File: src/rtl/lirs_pkg.sv
`timescale 1ns / 1ps
// ----------------------------------------------------------------------------
// lirs_pkg: shared types and constants of the line inlier run segmenter
// Widths, thresholds, register indexes, phase codes and the result structs
// passed between the residual pipe, the run tracker and the result queue.
// ----------------------------------------------------------------------------
package lirs_pkg;

  localparam int MAX_POINTS = 1024;
  localparam int PT_W       = $clog2(MAX_POINTS);
  localparam int SEG_W      = 10;

  localparam logic [PT_W-1:0] PT_LAST = PT_W'(MAX_POINTS - 1);

  // merge rule thresholds: spread in Q23.8, lengths and gap in points
  localparam int SPREAD_TIGHT = 128;
  localparam int SPREAD_LOOSE = 256;
  localparam int MIN_LEN      = 4;
  localparam int MAX_GAP      = 2;

  localparam int                   CFG_IDX_W     = 2;
  localparam logic [CFG_IDX_W-1:0] CFG_SLOPE_A   = 2'd0;
  localparam logic [CFG_IDX_W-1:0] CFG_OFFSET_B  = 2'd1;
  localparam logic [CFG_IDX_W-1:0] CFG_NEAR_LIM  = 2'd2;
  localparam logic [30:0]          NEAR_LIM_RST  = 31'd768;

  // result queue
  localparam int Q_DEPTH = 4;
  localparam int Q_AW    = $clog2(Q_DEPTH);
  localparam int Q_CW    = $clog2(Q_DEPTH + 1);

  typedef enum logic [1:0] {
    PH_SEARCH = 2'd0,
    PH_RUN    = 2'd1,
    PH_FRESH  = 2'd2
  } phase_t;

  typedef struct packed {
    logic signed [31:0] u;
    logic               fin;
  } resid_t;

  typedef struct packed {
    logic             seg_valid;
    logic [SEG_W-1:0] seg_index;
    logic [SEG_W-1:0] seg_start;
    logic [SEG_W-1:0] seg_end;
    logic             seg_last;
  } seg_t;

  // up to two results per point: a displaced held segment, then the end result
  typedef struct packed {
    logic v0;
    seg_t s0;
    logic v1;
    seg_t s1;
  } push_t;

  function automatic logic [SEG_W-1:0] to_seg_idx(input logic [PT_W-1:0] v);
    logic [31:0] wide;
    wide = 32'(v);
    return wide[SEG_W-1:0];
  endfunction

endpackage

File: src/rtl/lirs_if.sv
`timescale 1ns / 1ps
// ----------------------------------------------------------------------------
// lirs_if: point and segment channels
// Valid/ready channels; a transfer happens on a rising edge with both high.
// ----------------------------------------------------------------------------
interface lirs_in_if;
  logic               valid;
  logic               ready;
  logic signed [31:0] point_x;
  logic signed [31:0] point_y;
  logic               final_point;

  modport source (output valid, point_x, point_y, final_point, input ready);
  modport sink   (input valid, point_x, point_y, final_point, output ready);
endinterface

interface lirs_out_if;
  logic       valid;
  logic       ready;
  logic       seg_valid;
  logic [9:0] seg_index;
  logic [9:0] seg_start;
  logic [9:0] seg_end;
  logic       seg_last;

  modport source (output valid, seg_valid, seg_index, seg_start, seg_end, seg_last,
                  input ready);
  modport sink   (input valid, seg_valid, seg_index, seg_start, seg_end, seg_last,
                  output ready);
endinterface

File: src/rtl/lirs_resid.sv
`timescale 1ns / 1ps
// ----------------------------------------------------------------------------
// lirs_resid: residual pipe
// Three stages: input register, registered slope product, registered
// saturated residual u = ((a * x) >>> 16) + b - y.
// ----------------------------------------------------------------------------
module lirs_resid (
  input  logic               clk,
  input  logic               rst_n,
  lirs_in_if.sink            in_ch,
  input  logic signed [31:0] slope_a,
  input  logic signed [31:0] offset_b,
  input  logic               take,
  output logic               res_valid,
  output lirs_pkg::resid_t   res
);

  logic               s1_v_r, s2_v_r, s3_v_r;
  logic               ld1, ld2, ld3;
  logic signed [31:0] s1_x_r, s1_y_r, s2_y_r;
  logic               s1_fin_r, s2_fin_r;
  logic signed [63:0] prod, s2_prod_r;
  logic signed [47:0] quo;
  logic signed [49:0] sum;
  logic signed [31:0] u_sat;
  lirs_pkg::resid_t   s3_r;

  // a stage loads when empty or when its content moves on
  assign ld3 = !s3_v_r || take;
  assign ld2 = !s2_v_r || ld3;
  assign ld1 = !s1_v_r || ld2;
  assign in_ch.ready = ld1;

  assign prod = s1_x_r * slope_a;
  assign quo  = s2_prod_r[63:16];
  assign sum  = 50'(quo) + 50'(offset_b) - 50'(s2_y_r);

  always_comb begin
    if (&sum[49:31] || ~|sum[49:31]) begin
      u_sat = sum[31:0];
    end else if (sum[49]) begin
      u_sat = 32'sh8000_0000;
    end else begin
      u_sat = 32'sh7FFF_FFFF;
    end
  end

  always_ff @(posedge clk) begin
    if (!rst_n) begin
      s1_v_r <= 1'b0;
      s2_v_r <= 1'b0;
      s3_v_r <= 1'b0;
    end else begin
      if (ld1) s1_v_r <= in_ch.valid;
      if (ld2) s2_v_r <= s1_v_r;
      if (ld3) s3_v_r <= s2_v_r;
    end
  end

  always_ff @(posedge clk) begin
    if (ld1) begin
      s1_x_r   <= in_ch.point_x;
      s1_y_r   <= in_ch.point_y;
      s1_fin_r <= in_ch.final_point;
    end
    if (ld2) begin
      s2_prod_r <= prod;
      s2_y_r    <= s1_y_r;
      s2_fin_r  <= s1_fin_r;
    end
    if (ld3) begin
      s3_r.u   <= u_sat;
      s3_r.fin <= s2_fin_r;
    end
  end

  assign res_valid = s3_v_r;
  assign res       = s3_r;

endmodule

File: src/rtl/lirs_track.sv
`timescale 1ns / 1ps
// ----------------------------------------------------------------------------
// lirs_track: run tracker
// Classifies each residual against the limit, follows inlier runs, keeps the
// residual window, merges or displaces the held segment and forms results.
// ----------------------------------------------------------------------------
module lirs_track (
  input  logic                  clk,
  input  logic                  rst_n,
  input  logic                  res_valid,
  input  lirs_pkg::resid_t      res,
  input  logic                  room,
  input  logic [30:0]           near_limit,
  output logic                  take,
  output lirs_pkg::push_t       push
);

  localparam int PT_W  = lirs_pkg::PT_W;
  localparam int SEG_W = lirs_pkg::SEG_W;

  lirs_pkg::phase_t   phase_r, phase_nxt;
  logic [PT_W-1:0]    idx_r, idx_nxt, run_start_r, run_start_nxt;
  logic signed [31:0] wmin_r, wmin_nxt, wmax_r, wmax_nxt;
  logic signed [31:0] anchor_r, anchor_nxt, prev_r, prev_nxt;
  logic               held_valid_r, held_valid_nxt;
  logic [PT_W-1:0]    held_start_r, held_start_nxt, held_end_r, held_end_nxt;
  logic [SEG_W-1:0]   count_r, count_nxt;

  logic signed [31:0] u;
  logic               fresh, in_run, over, under;
  logic [31:0]        mag;
  logic signed [31:0] wmin_cur, wmax_cur, anchor_cur, srch_min, srch_max;
  logic [PT_W-1:0]    end_before;

  logic               fin_do;
  logic [PT_W-1:0]    fin_s0, fin_s1;
  logic signed [31:0] fin_wmin, fin_wmax, fin_prev;
  logic signed [32:0] spread;
  logic signed [PT_W:0] gap, run_len, held_len;
  logic               longs, merge, emit_held, place;

  logic               hv_a;
  logic [PT_W-1:0]    hs_a, he_a;
  logic signed [31:0] anchor_a;
  logic [SEG_W-1:0]   count_a;

  assign take = res_valid && room;
  assign u    = res.u;

  assign fresh  = (phase_r == lirs_pkg::PH_FRESH);
  assign in_run = (phase_r == lirs_pkg::PH_RUN);

  assign mag   = u[31] ? (~u + 32'd1) : u;
  assign over  = mag > {1'b0, near_limit};
  assign under = mag < {1'b0, near_limit};

  assign wmin_cur   = fresh ? u : wmin_r;
  assign wmax_cur   = fresh ? u : wmax_r;
  assign anchor_cur = fresh ? u : anchor_r;
  assign srch_min   = (u < wmin_cur) ? u : wmin_cur;
  assign srch_max   = (u > wmax_cur) ? u : wmax_cur;
  assign end_before = (idx_r > run_start_r) ? idx_r - PT_W'(1) : run_start_r;

  // a run closes on an outlier or at end of stream
  assign fin_do   = in_run ? (over || res.fin) : (under && res.fin);
  assign fin_s0   = in_run ? run_start_r : idx_r;
  assign fin_s1   = (in_run && over) ? end_before : idx_r;
  assign fin_wmin = in_run ? wmin_r : srch_min;
  assign fin_wmax = in_run ? wmax_r : srch_max;
  assign fin_prev = (in_run && over) ? prev_r : u;

  assign spread   = 33'(fin_wmax) - 33'(fin_wmin);
  assign gap      = $signed({1'b0, fin_s0}) - $signed({1'b0, held_end_r});
  assign run_len  = $signed({1'b0, fin_s1}) - $signed({1'b0, fin_s0});
  assign held_len = $signed({1'b0, held_end_r}) - $signed({1'b0, held_start_r});

  assign longs = (run_len > lirs_pkg::MIN_LEN) && (held_len > lirs_pkg::MIN_LEN);
  assign merge = held_valid_r && longs &&
                 ((spread < lirs_pkg::SPREAD_TIGHT) ||
                  ((gap <= lirs_pkg::MAX_GAP) && (spread < lirs_pkg::SPREAD_LOOSE)));
  assign emit_held = fin_do && held_valid_r && !merge;
  assign place     = fin_do && !merge;

  // held segment after this point's run is placed
  assign hv_a     = held_valid_r || fin_do;
  assign hs_a     = place ? fin_s0 : held_start_r;
  assign he_a     = fin_do ? fin_s1 : held_end_r;
  assign anchor_a = place ? fin_prev : anchor_cur;
  assign count_a  = count_r + SEG_W'(emit_held);

  // next phase
  always_comb begin
    phase_nxt = phase_r;
    if (take) begin
      if (res.fin) begin
        phase_nxt = lirs_pkg::PH_FRESH;
      end else if (in_run) begin
        phase_nxt = over ? lirs_pkg::PH_SEARCH : lirs_pkg::PH_RUN;
      end else begin
        phase_nxt = under ? lirs_pkg::PH_RUN : lirs_pkg::PH_SEARCH;
      end
    end
  end

  // datapath updates and results
  always_comb begin
    idx_nxt        = idx_r;
    run_start_nxt  = run_start_r;
    wmin_nxt       = wmin_r;
    wmax_nxt       = wmax_r;
    anchor_nxt     = anchor_r;
    prev_nxt       = prev_r;
    held_valid_nxt = held_valid_r;
    held_start_nxt = held_start_r;
    held_end_nxt   = held_end_r;
    count_nxt      = count_r;

    push.v0           = take && emit_held;
    push.s0.seg_valid = 1'b1;
    push.s0.seg_index = count_r;
    push.s0.seg_start = lirs_pkg::to_seg_idx(held_start_r);
    push.s0.seg_end   = lirs_pkg::to_seg_idx(held_end_r);
    push.s0.seg_last  = 1'b0;

    push.v1           = take && res.fin;
    push.s1.seg_valid = hv_a;
    push.s1.seg_index = count_a;
    push.s1.seg_start = hv_a ? lirs_pkg::to_seg_idx(hs_a) : '0;
    push.s1.seg_end   = hv_a ? lirs_pkg::to_seg_idx(he_a) : '0;
    push.s1.seg_last  = 1'b1;

    if (take) begin
      if (res.fin) begin
        idx_nxt        = '0;
        run_start_nxt  = '0;
        wmin_nxt       = '0;
        wmax_nxt       = '0;
        anchor_nxt     = '0;
        prev_nxt       = '0;
        held_valid_nxt = 1'b0;
        held_start_nxt = '0;
        held_end_nxt   = '0;
        count_nxt      = '0;
      end else begin
        idx_nxt        = (idx_r < lirs_pkg::PT_LAST) ? idx_r + PT_W'(1) : idx_r;
        anchor_nxt     = anchor_a;
        held_valid_nxt = hv_a;
        held_start_nxt = hs_a;
        held_end_nxt   = he_a;
        count_nxt      = count_a;
        if (in_run) begin
          if (over) begin
            // reopen the window at the anchor
            wmin_nxt = anchor_a;
            wmax_nxt = anchor_a;
          end else begin
            prev_nxt = u;
          end
        end else begin
          wmin_nxt = srch_min;
          wmax_nxt = srch_max;
          if (under) begin
            run_start_nxt = idx_r;
            prev_nxt      = u;
          end
        end
      end
    end
  end

  always_ff @(posedge clk) begin
    if (!rst_n) begin
      phase_r      <= lirs_pkg::PH_FRESH;
      idx_r        <= '0;
      run_start_r  <= '0;
      wmin_r       <= '0;
      wmax_r       <= '0;
      anchor_r     <= '0;
      prev_r       <= '0;
      held_valid_r <= 1'b0;
      held_start_r <= '0;
      held_end_r   <= '0;
      count_r      <= '0;
    end else begin
      phase_r      <= phase_nxt;
      idx_r        <= idx_nxt;
      run_start_r  <= run_start_nxt;
      wmin_r       <= wmin_nxt;
      wmax_r       <= wmax_nxt;
      anchor_r     <= anchor_nxt;
      prev_r       <= prev_nxt;
      held_valid_r <= held_valid_nxt;
      held_start_r <= held_start_nxt;
      held_end_r   <= held_end_nxt;
      count_r      <= count_nxt;
    end
  end

endmodule

File: src/rtl/lirs_outq.sv
`timescale 1ns / 1ps
// ----------------------------------------------------------------------------
// lirs_outq: result queue
// Small FIFO that takes up to two results a cycle, hands out one when ready.
// ----------------------------------------------------------------------------
module lirs_outq (
  input  logic            clk,
  input  logic            rst_n,
  input  lirs_pkg::push_t push,
  output logic            room,
  lirs_out_if.source      out_ch
);

  localparam int Q_AW = lirs_pkg::Q_AW;
  localparam int Q_CW = lirs_pkg::Q_CW;

  lirs_pkg::seg_t  q_mem [lirs_pkg::Q_DEPTH];
  lirs_pkg::seg_t  head;
  logic [Q_AW-1:0] wp_r, wp_nxt, rp_r, rp_nxt, wp_second;
  logic [Q_CW-1:0] count_r, count_nxt;
  logic [1:0]      n_push;
  logic            pop;

  assign room   = count_r <= Q_CW'(lirs_pkg::Q_DEPTH - 2);
  assign pop    = out_ch.valid && out_ch.ready;
  assign n_push = {1'b0, push.v0} + {1'b0, push.v1};

  assign wp_second = push.v0 ? wp_r + Q_AW'(1) : wp_r;
  assign wp_nxt    = wp_r + Q_AW'(n_push);
  assign rp_nxt    = pop ? rp_r + Q_AW'(1) : rp_r;
  assign count_nxt = count_r + Q_CW'(n_push) - Q_CW'(pop);

  always_ff @(posedge clk) begin
    if (!rst_n) begin
      wp_r    <= '0;
      rp_r    <= '0;
      count_r <= '0;
    end else begin
      wp_r    <= wp_nxt;
      rp_r    <= rp_nxt;
      count_r <= count_nxt;
    end
  end

  always_ff @(posedge clk) begin
    if (push.v0) q_mem[wp_r] <= push.s0;
    if (push.v1) q_mem[wp_second] <= push.s1;
  end

  assign head             = q_mem[rp_r];
  assign out_ch.valid     = count_r != '0;
  assign out_ch.seg_valid = head.seg_valid;
  assign out_ch.seg_index = head.seg_index;
  assign out_ch.seg_start = head.seg_start;
  assign out_ch.seg_end   = head.seg_end;
  assign out_ch.seg_last  = head.seg_last;

endmodule

File: src/rtl/line_inlier_run_segmenter_unit.sv
`timescale 1ns / 1ps
// ----------------------------------------------------------------------------
// line_inlier_run_segmenter_unit: inlier run segmenter against a fixed line
// Computes each point's residual to the configured line, finds runs of
// inliers and emits merged segments as start/end point indices.
// ----------------------------------------------------------------------------
// The block takes one point per clock while the input is not stalled. A
// transferred point passes the input register and the product register (one
// 32x32 product) and then reaches the residual register (add and saturate);
// the run tracker classifies it while it sits there, and its results (none,
// one or two) are written to a four-entry queue on the edge at which the
// tracker takes it. The input stalls only while the queue cannot take two
// more results, i.e. while it holds more than two results that the output
// side has not taken yet, and the residual pipe behind the tracker is full.
// Write the configuration registers only while no point is in flight.
module line_inlier_run_segmenter_unit (
  input  logic                           clk,
  input  logic                           rst_n,
  lirs_in_if.sink                        in_ch,
  lirs_out_if.source                     out_ch,
  input  logic                           cfg_we,
  input  logic [lirs_pkg::CFG_IDX_W-1:0] cfg_index,
  input  logic [31:0]                    cfg_data
);

  logic signed [31:0] slope_r, offset_r;
  logic [30:0]        limit_r;
  logic               res_valid, take, room;
  lirs_pkg::resid_t   res;
  lirs_pkg::push_t    push;

  always_ff @(posedge clk) begin
    if (!rst_n) begin
      slope_r  <= '0;
      offset_r <= '0;
      limit_r  <= lirs_pkg::NEAR_LIM_RST;
    end else if (cfg_we) begin
      case (cfg_index)
        lirs_pkg::CFG_SLOPE_A:  slope_r  <= cfg_data;
        lirs_pkg::CFG_OFFSET_B: offset_r <= cfg_data;
        lirs_pkg::CFG_NEAR_LIM: limit_r  <= cfg_data[30:0];
        default: ;  // drop writes to unknown registers
      endcase
    end
  end

  lirs_resid u_resid (
    .clk       (clk),
    .rst_n     (rst_n),
    .in_ch     (in_ch),
    .slope_a   (slope_r),
    .offset_b  (offset_r),
    .take      (take),
    .res_valid (res_valid),
    .res       (res)
  );

  lirs_track u_track (
    .clk        (clk),
    .rst_n      (rst_n),
    .res_valid  (res_valid),
    .res        (res),
    .room       (room),
    .near_limit (limit_r),
    .take       (take),
    .push       (push)
  );

  lirs_outq u_outq (
    .clk    (clk),
    .rst_n  (rst_n),
    .push   (push),
    .room   (room),
    .out_ch (out_ch)
  );

endmodule
File: src/flat_wrapper.sv
// flat-port wrapper written by rule: the top's interface ports become plain ports
module line_inlier_run_segmenter_unit_flat 
  (clk, rst_n, cfg_we, cfg_index, cfg_data, in_ch_valid, in_ch_point_x, in_ch_point_y, in_ch_final_point, in_ch_ready, out_ch_valid, out_ch_seg_valid, out_ch_seg_index, out_ch_seg_start, out_ch_seg_end, out_ch_seg_last, out_ch_ready);
  lirs_in_if in_ch_i ();
  lirs_out_if out_ch_i ();
  input  logic clk;
  input  logic rst_n;
  input  logic cfg_we;
  input  logic [lirs_pkg::CFG_IDX_W-1:0] cfg_index;
  input  logic [31:0] cfg_data;
  input wire logic [$bits(in_ch_i.valid)-1:0] in_ch_valid;
  input wire logic [$bits(in_ch_i.point_x)-1:0] in_ch_point_x;
  input wire logic [$bits(in_ch_i.point_y)-1:0] in_ch_point_y;
  input wire logic [$bits(in_ch_i.final_point)-1:0] in_ch_final_point;
  output wire logic [$bits(in_ch_i.ready)-1:0] in_ch_ready;
  output wire logic [$bits(out_ch_i.valid)-1:0] out_ch_valid;
  output wire logic [$bits(out_ch_i.seg_valid)-1:0] out_ch_seg_valid;
  output wire logic [$bits(out_ch_i.seg_index)-1:0] out_ch_seg_index;
  output wire logic [$bits(out_ch_i.seg_start)-1:0] out_ch_seg_start;
  output wire logic [$bits(out_ch_i.seg_end)-1:0] out_ch_seg_end;
  output wire logic [$bits(out_ch_i.seg_last)-1:0] out_ch_seg_last;
  input wire logic [$bits(out_ch_i.ready)-1:0] out_ch_ready;
  assign in_ch_i.valid = in_ch_valid;
  assign in_ch_i.point_x = in_ch_point_x;
  assign in_ch_i.point_y = in_ch_point_y;
  assign in_ch_i.final_point = in_ch_final_point;
  assign in_ch_ready = in_ch_i.ready;
  assign out_ch_valid = out_ch_i.valid;
  assign out_ch_seg_valid = out_ch_i.seg_valid;
  assign out_ch_seg_index = out_ch_i.seg_index;
  assign out_ch_seg_start = out_ch_i.seg_start;
  assign out_ch_seg_end = out_ch_i.seg_end;
  assign out_ch_seg_last = out_ch_i.seg_last;
  assign out_ch_i.ready = out_ch_ready;
  line_inlier_run_segmenter_unit u_core (.clk(clk), .rst_n(rst_n), .in_ch(in_ch_i), .out_ch(out_ch_i), .cfg_we(cfg_we), .cfg_index(cfg_index), .cfg_data(cfg_data));
endmodule
File: config.mk
export PLATFORM = sky130hd
export DESIGN_NAME = line_inlier_run_segmenter_unit_flat
export DESIGN_NICKNAME = d
export VERILOG_FILES = /design/src/rtl/lirs_pkg.sv /design/src/rtl/lirs_if.sv /design/src/rtl/lirs_resid.sv /design/src/rtl/lirs_track.sv /design/src/rtl/lirs_outq.sv /design/src/rtl/line_inlier_run_segmenter_unit.sv /design/src/flat_wrapper.sv
export SDC_FILE = /design/constraint.sdc
export NUM_CORES = 2
export LEC_CHECK = 0
export ABC_CLOCK_PERIOD_IN_PS = 14200
export BUFFER_PORTS_ARGS = -buffer_cell sky130_fd_sc_hd__buf_2
export CORE_MARGIN = 2
export CORE_UTILIZATION = 50
export CTS_BUF_LIST = sky130_fd_sc_hd__clkbuf_2 sky130_fd_sc_hd__clkbuf_4 sky130_fd_sc_hd__clkbuf_8
export DETAILED_ROUTE_END_ITERATION = 16
export GPL_ROUTABILITY_DRIVEN = 0
export GPL_TIMING_DRIVEN = 0
export MAX_ROUTING_LAYER = met4
export PLACE_DENSITY = 0.66
export SKIP_CTS_REPAIR_TIMING = 1
export SLEW_MARGIN = 20
export SYNTH_ARGS = -nofsm -noshare
export SYNTH_HDL_FRONTEND = slang
export SYNTH_SLANG_ARGS = --single-unit
export TNS_END_PERCENT = 100
File: constraint.sdc
create_clock -name clk -period 14.2 [get_ports clk]
set_input_delay 1.42 -clock clk [delete_from_list [all_inputs] [get_ports clk]]
set_output_delay 1.42 -clock clk [all_outputs]
set_load 0.05 [all_outputs]
---- After elaboration in Yosys (flattened, before gate mapping) ----
Memories as Yosys holds them, arrays and structs flattened. A register that Yosys moved wholly into a read port is not among the register bits.
Index checks and enable logic that the tools add are counted.
storage, ports and cells
  input port bits ......................... 104
  logic and storage cells ................. 155
  flip-flop bits (word level) ............. 481
  memories kept ........................... 1
  output and inout bits ................... 34
  memory bits (writable) .................. 128
memory list
  name                 words  width  read ports  clocked after memory_dff  wr ports  line             text
  u_core.u_outq.q_mem  4      32     1           1                         2         lirs_outq.sv:17  lirs_pkg::seg_t q_mem [lirs_pkg::Q_DEPTH];
cells by class
  bitwise logic cells ..................... 1
  add/sub/neg operators ................... 16
  order comparisons ....................... 12
  reduce and logical (&&, ||, !) cells .... 39
  mux-type cells .......................... 50
  multipliers ............................. 1
  eq/ne operators ......................... 7
operator list
  operator                                                          number
  two-way mux 32 bit                                                22
  two-way mux 10 bit                                                15
  multiplier 32 x 32 -> 64 bit                                      1
  subtractor 49 x 32 -> 50 bit                                      1
  adder 48 x 32 -> 49 bit                                           1
  < comparator 33 x 10 -> 1 bit (second input constant)             1
  < comparator 33 x 9 -> 1 bit (second input constant)              1
  subtractor 10 x 10 -> 11 bit                                      3
  subtractor 32 x 32 -> 33 bit                                      1
  adder 32 x 1 -> 32 bit (second input constant)                    1
  greater-than comparator 32 x 31 -> 1 bit                          1
  greater-than comparator 32 bit                                    1
  < comparator 32 x 31 -> 1 bit                                     1
  < comparator 32 bit                                               1
  inverter 32 bit                                                   1
  greater-than comparator 11 x 4 -> 1 bit (second input constant)   2
  AND reduction 19 bit                                              1
  OR reduction 19 bit                                               1
  logical AND 1 bit                                                 13
  less-or-equal comparator 11 x 3 -> 1 bit (second input constant)  1
  adder 10 x 1 -> 10 bit                                            1
  adder 10 x 1 -> 10 bit (second input constant)                    1
  greater-than comparator 10 bit                                    1
  < comparator 10 bit (second input constant)                       1
  21 further kinds                                                  52

---- Depth between registers and ports, before layout ----
  word-level depth ........................ 17
  depth in mapped cells ................... 55
  mapped depth without buffers ............ 51

---- Modules after synthesis ----
From an unflattened synthesis, not the netlist that was laid out.
second synthesis, totals
  cell total of the unflattened synthesis .. 7831
  area total of the unflattened synthesis .. 74715.4 um^2
by module, submodules not included
  module                          area an instance (um^2)  seq. area each (um^2)  instances  cells an instance
  lirs_resid                      45999.1                  5435.2                 1          4709
  lirs_track                      18356.4                  3623.5                 1          2404
  lirs_outq                       6806.5                   4023.9                 1          370
  line_inlier_run_segmenter_unit  3553.4                   1901.8                 1          348

---- Worst setup path after synthesis ----
OpenSTA, ideal clock, no wires.
  path type ............................... reg-to-reg
  start ................................... register u_core.u_resid.res[11] (netlist name)
  end ..................................... register u_core.u_outq.count_r[2]
  cell stages (with the launch flop) ...... 50
  arrival time ............................ 10.298 ns
  required time ........................... 14.085 ns
  setup time .............................. 0.115 ns
  period minus slack after synthesis ...... 10.413 ns
  buffers on the path ..................... 5
  path slack .............................. 3.787 ns
  cell sequence ........................... edfxtp_1 -> buf_4 -> or4_4 -> or4_1 -> or2_1 -> or4_4 -> or4_1 -> or4_1 -> o21ai_0 -> xnor2_1 -> ha_1 -> a21oi_1 -> nor2b_1 -> o21ai_0 -> nand2b_1 -> a21oi_1 -> nand3_2 -> buf_4 -> (+14 left out) -> nor4_1 -> a211oi_1 -> or3b_1 -> a211o_1 -> nand3_4 -> inv_2 -> buf_4 -> buf_4 -> ha_1 -> inv_1 -> ha_1 -> inv_1 -> ha_1 -> inv_1 -> fa_1 -> xor2_1 -> xnor2_1 -> and2_1
between the ends
  word-level cells in the longest chain between the ends .. 17
  elaborated cells between the ends (all ways) .. 35
  those cells by class .................... 6 x add/sub; 7 x order compare; 9 x mux; 1 x bitwise; 12 x reduce/logical
RTL lines
  what                                      line               text
  inverter 32 bit                           lirs_track.sv:53   assign mag = u[31] ? (~u + 32'd1) : u;
  adder 32 x 1 -> 32 bit                    lirs_track.sv:53
  two-way mux 32 bit                        lirs_track.sv:53
  greater-than comparator 32 x 31 -> 1 bit  lirs_track.sv:54   assign over = mag > {1'b0, near_limit};
  logical AND 1 bit                         lirs_track.sv:67   assign fin_s1 = (in_run && over) ? end_before : idx_r;
  two-way mux 10 bit                        lirs_track.sv:67
  subtractor 10 x 10 -> 11 bit              lirs_track.sv:74   assign run_len = $signed({1'b0, fin_s1}) - $signed({1'b0, fin_s0});
  greater-than comparator 11 x 4 -> 1 bit   lirs_track.sv:77   assign longs = (run_len > lirs_pkg::MIN_LEN) && (held_len > lirs_pkg::MIN_LEN);
  logical AND 1 bit                         lirs_track.sv:77
  logical AND 1 bit (2 in series)           lirs_track.sv:78   assign merge = held_valid_r && longs &&
  logical NOT 1 bit                         lirs_track.sv:81   assign emit_held = fin_do && held_valid_r && !merge;
  logical AND 1 bit *                       lirs_track.sv:81
  logical AND 1 bit *                       lirs_track.sv:118  push.v0 = take && emit_held;
  adder 1 x 1 -> 2 bit *                    lirs_outq.sv:26    assign n_push = {1'b0, push.v0} + {1'b0, push.v1};
  adder 3 x 2 -> 3 bit *                    lirs_outq.sv:31    assign count_nxt = count_r + Q_CW'(n_push) - Q_CW'(pop);
  subtractor 3 x 1 -> 3 bit *               lirs_outq.sv:31
  end signal: assignment                    lirs_outq.sv:41    count_r <= count_nxt;
  end: declaration                          lirs_outq.sv:20    logic [Q_CW-1:0] count_r, count_nxt;
Every way passes the cells marked *; elsewhere a longest branch is shown, timed or not.
A chain may end at the register's enable or synchronous reset.

---- Final worst setup path ----
  start ................................... register u_core.u_track.phase_r[1]
  end ..................................... register u_core.u_outq.count_r[2]
between the ends
  word-level cells in the longest chain between the ends .. 16
  elaborated cells between the ends (all ways) .. 33
  those cells by class .................... 6 x add/sub; 6 x order compare; 2 x eq/ne; 9 x mux; 10 x reduce/logical
RTL lines
  what                                                                          line                                text
  start: declaration                                                            lirs_track.sv:21                    lirs_pkg::phase_t phase_r, phase_nxt;
  start signal: assignment                                                      lirs_track.sv:173                   phase_r <= lirs_pkg::PH_FRESH;
  start signal: assignment                                                      lirs_track.sv:185                   phase_r <= phase_nxt;
  equality test 2 bit                                                           lirs_track.sv:50                    assign fresh = (phase_r == lirs_pkg::PH_FRESH);
  two-way mux 32 bit, on equally long branches                                  lirs_track.sv:58, lirs_track.sv:57
  greater-than comparator 32 bit / < comparator 32 bit (equally long branches)  lirs_track.sv:61, lirs_track.sv:60
  two-way mux 32 bit, on equally long branches                                  lirs_track.sv:61, lirs_track.sv:60
  two-way mux 32 bit, on equally long branches                                  lirs_track.sv:69, lirs_track.sv:68
  subtractor 32 x 32 -> 33 bit                                                  lirs_track.sv:72                    assign spread = 33'(fin_wmax) - 33'(fin_wmin);
  < comparator 33 x 10 -> 1 bit                                                 lirs_track.sv:80                    ((gap <= lirs_pkg::MAX_GAP) && (spread < lirs_pkg::SPREAD_LOOSE)));
  logical AND 1 bit                                                             lirs_track.sv:80
  logical OR 1 bit                                                              lirs_track.sv:79                    ((spread < lirs_pkg::SPREAD_TIGHT) ||
  logical AND 1 bit                                                             lirs_track.sv:78
  logical NOT 1 bit                                                             lirs_track.sv:81
  logical AND 1 bit *                                                           lirs_track.sv:81
  logical AND 1 bit *                                                           lirs_track.sv:118
  adder 1 x 1 -> 2 bit *                                                        lirs_outq.sv:26
  adder 3 x 2 -> 3 bit *                                                        lirs_outq.sv:31
  subtractor 3 x 1 -> 3 bit *                                                   lirs_outq.sv:31
Marks and branches as above.

==> impl_results.md <==
- Status: complete, no violations
- Input/output buffers: 136
- CP dominant cell by count: ha_1
- Logic gate share of total power: 62.8%
- Fill cells: 13275
- Post-route DRC: 0
- DPL Wire Length: 198 mm
- Ys flop type: edfxtp_1
- Fin nets: 9789
- Setup TNS: 0 ns
- Routed WL: 246 mm
- Unrepaired setup endpoints after global routing: no
- MaxCap Viol Count: 0
- Sequential share of power: 20.6%
- Arrival @ worst endpoint: 14.23 ns
- Num CTS Buffers: 109
- Kind of critical path: flop to flop
- Min Tclk post-route: 13.52 ns
- DR iter-0 viols: 5786
- Clock share of power: 16.6%
- Pre-antenna DRT Iters: 7
- Register area: 14900 µm²
- Max stage delay cell, worst path: clkbuf_1
- Initial core utilization: 50.3%
- Worst Setup Start Kind: flop
- Die area: 149000 µm²
- Number of global-route vias before repair: 61301
- Mapped Cells: 7887
- Net Sw Frac: 49.1%
- Slowest stage delay, CP: 0.77 ns
- Worst Skew: 0.0832 ns
- CTS tree: done
- # rows: 140
- Area of the mapped netlist: 73100 µm²
- Hold Violations, Final: 0
- Seq cells post-synth: 595
- Final Cell Area: 78900 µm²
- CP Capture Type: flop
- Data required, critical path: 14.91 ns
- Chip width: 386 µm
- Total track usage: 33.9%
- EDFF count, synth: 303
- Clk_lat worst skew: 0.89 ns
- Worst slew pin tran: 1.30 ns
- Pwr dens: 139 nW/µm²
- Vias: 59991
- CORE AREA: 145000 µm²
- Worst Hold Slack: 0.416 ns
- Area post-placement: 76400 µm²
- Netlist cell types: 102
- Worst min path class: flop to flop
- Avg Synthesized Cell Area: 9.27 µm²
- Max_slew headroom: 13.1%
- Post-Synthesis Net Count: 9533
- Post-DR wirelength/cell: 24.2 µm
- Post-route ant nets: 0
- Warnings from Yosys: 0
- Total grt overflow: 0
- Biggest register: u_core.u_outq.q_mem
- Longest Clk Path Bufs: 3
- Share of post-route cells with drive strength above 1: 6.80%
- Sink Count: 595
- Final setup viols: 0
- Top-Level Pins: 138
- P_sw: 5390 µW
- Area delta synth->final: 7.90%
- Largest register FFs: 128
- Largest net degree at the start of global routing: 52
- Multi-input gate area: 50900 µm²
- Die height: 386 µm
- Leak: 0.0335 µW
- Crit Path Max Fanout: 10
- Peak supply drop: 105 µV
- Global-route wire length before repair: 372 mm
- Root buffer cell: clkbuf_8
- Fin. max-slew vios: 0
- Tcrit/Tclk final: 95.2%
- Register area share after synthesis: 20.4%
- FMAX: 74.0 MHz
- Clk slew on worst S/H paths: 0.06 ns
- Ys async rst share: 0%
- Via-to-Cell Ratio: 5.90
- Htree depth: 3
- Initial antenna violation count: 14
- P_int: 5600 µW
[cell usage after synthesis (97+ instances only)]
library cell / number / area share [%]
inv_1: 1429 / 7.3
nand2_1: 1176 / 6.0
fa_1: 1133 / 31
clkbuf_1: 415 / 2.1
ha_1: 409 / 7.0
edfxtp_1: 303 / 12
and2_1: 299 / 2.6
dfxtp_1: 292 / 8.0
a21oi_1: 248 / 1.7
nor2_1: 193 / 0.99
o21ai_0: 176 / 1.2
a21boi_0: 114 / 1.2
xnor2_1: 107 / 1.3
nor3_1: 103 / 0.70
nand4_1: 97 / 0.83
[cell usage in the layout (no fill, tap or decap), types with 117 or more instances in the layout]
cell type / count
a21oi_1: 248
and2_1: 299
buf_2: 172
clkbuf_1: 415
clkbuf_8: 117
dfxtp_1: 292
edfxtp_1: 303
fa_1: 1132
ha_1: 409
inv_1: 1427
nand2_1: 1171
nor2_1: 193
o21ai_0: 176
[metrics by stage]
step                      setup slack [ns]  total power [µW]  std cells  utilization [%]
after floorplan                       3.79              7050       7887                -
after detailed placement              1.40              9010       9948             52.6
final                                0.682             11000      10170             54.3
after global routing                 0.482             11800      10164             54.3
after global placement                1.43              8870       9940             52.4
after CTS                             1.33             10900      10150             54.2
[cell type report]
type	count	area share (%)
Inverter	1431	6.81
Timing Repair Buffer	145	1.12
Clock inverter	49	0.658
Tap cell	1917	3.04
Multi-Input combinational cell	5379	64.6
Sequential cell	595	18.9
Antenna cell	19	0.0603
Buffer	482	2.43
Clock buffer	153	2.38
[per-layer routing]
metal / share of wire, % / track usage, % / vias up
met5: 0 / - / -
met1: 37 / 41.1 / 29702
met4: 6.5 / 18.0 / 0
met2: 45 / 51.6 / 3430
met3: 11 / 9.68 / 845
li1: - / - / 26014
[critical path: cells and delay by family, from the launching register on]
kind / cells / cell delay [ns]
adder cells (fa/ha/maj): 6 / 1.85
AND/OR/NAND/NOR: 10 / 2.85
buffers and inverters: 10 / 2.47
flip-flops: 1 / 0.53
multiplexers: 3 / 0.84
AO/OA/AOI/OAI: 14 / 4.56
XOR/XNOR: 2 / 0.28
[path summary, 6_finish.rpt]
path / from / end / slack, ns / cells after the start
setup / recovery: u_core.u_track.phase_r[1] / u_core.u_outq.count_r[2] / 0.68 / 45
hold / removal: u_core.u_resid.s1_y_r[20] / u_core.u_resid.s2_y_r[20] / 0.42 / 0
setup reg to reg: u_core.u_track.phase_r[1] / u_core.u_outq.count_r[2] / 0.68 / 45
hold reg to reg: u_core.u_resid.s1_y_r[20] / u_core.u_resid.s2_y_r[20] / 0.42 / 0
[power by group through the flow]
stage          clock [µW]  sequential [µW]  combinational, µW
6_report             1830             2260               6900
5_1_grt              1930             2270               7590
4_1_cts              1860             2250               6770
3_5_place_dp            0             2280               6730
3_3_place_gp            0             2280               6590
2_1_floorplan           0             2190               4860
[logic make-up after synthesis]
family                     Yosys count  share of synthesized area (%)
DFF                                595                           20.4
muxes                              124                           2.35
AOI/OAI and AO/OA                 1276                           12.3
and+or+nand+nor                   2280                           15.0
xor gates and xnor gates           157                           1.88
adders and majority gates         1542                           38.0
buffers and inverters             1913                           9.96
(Power assumes the default switching activity.)
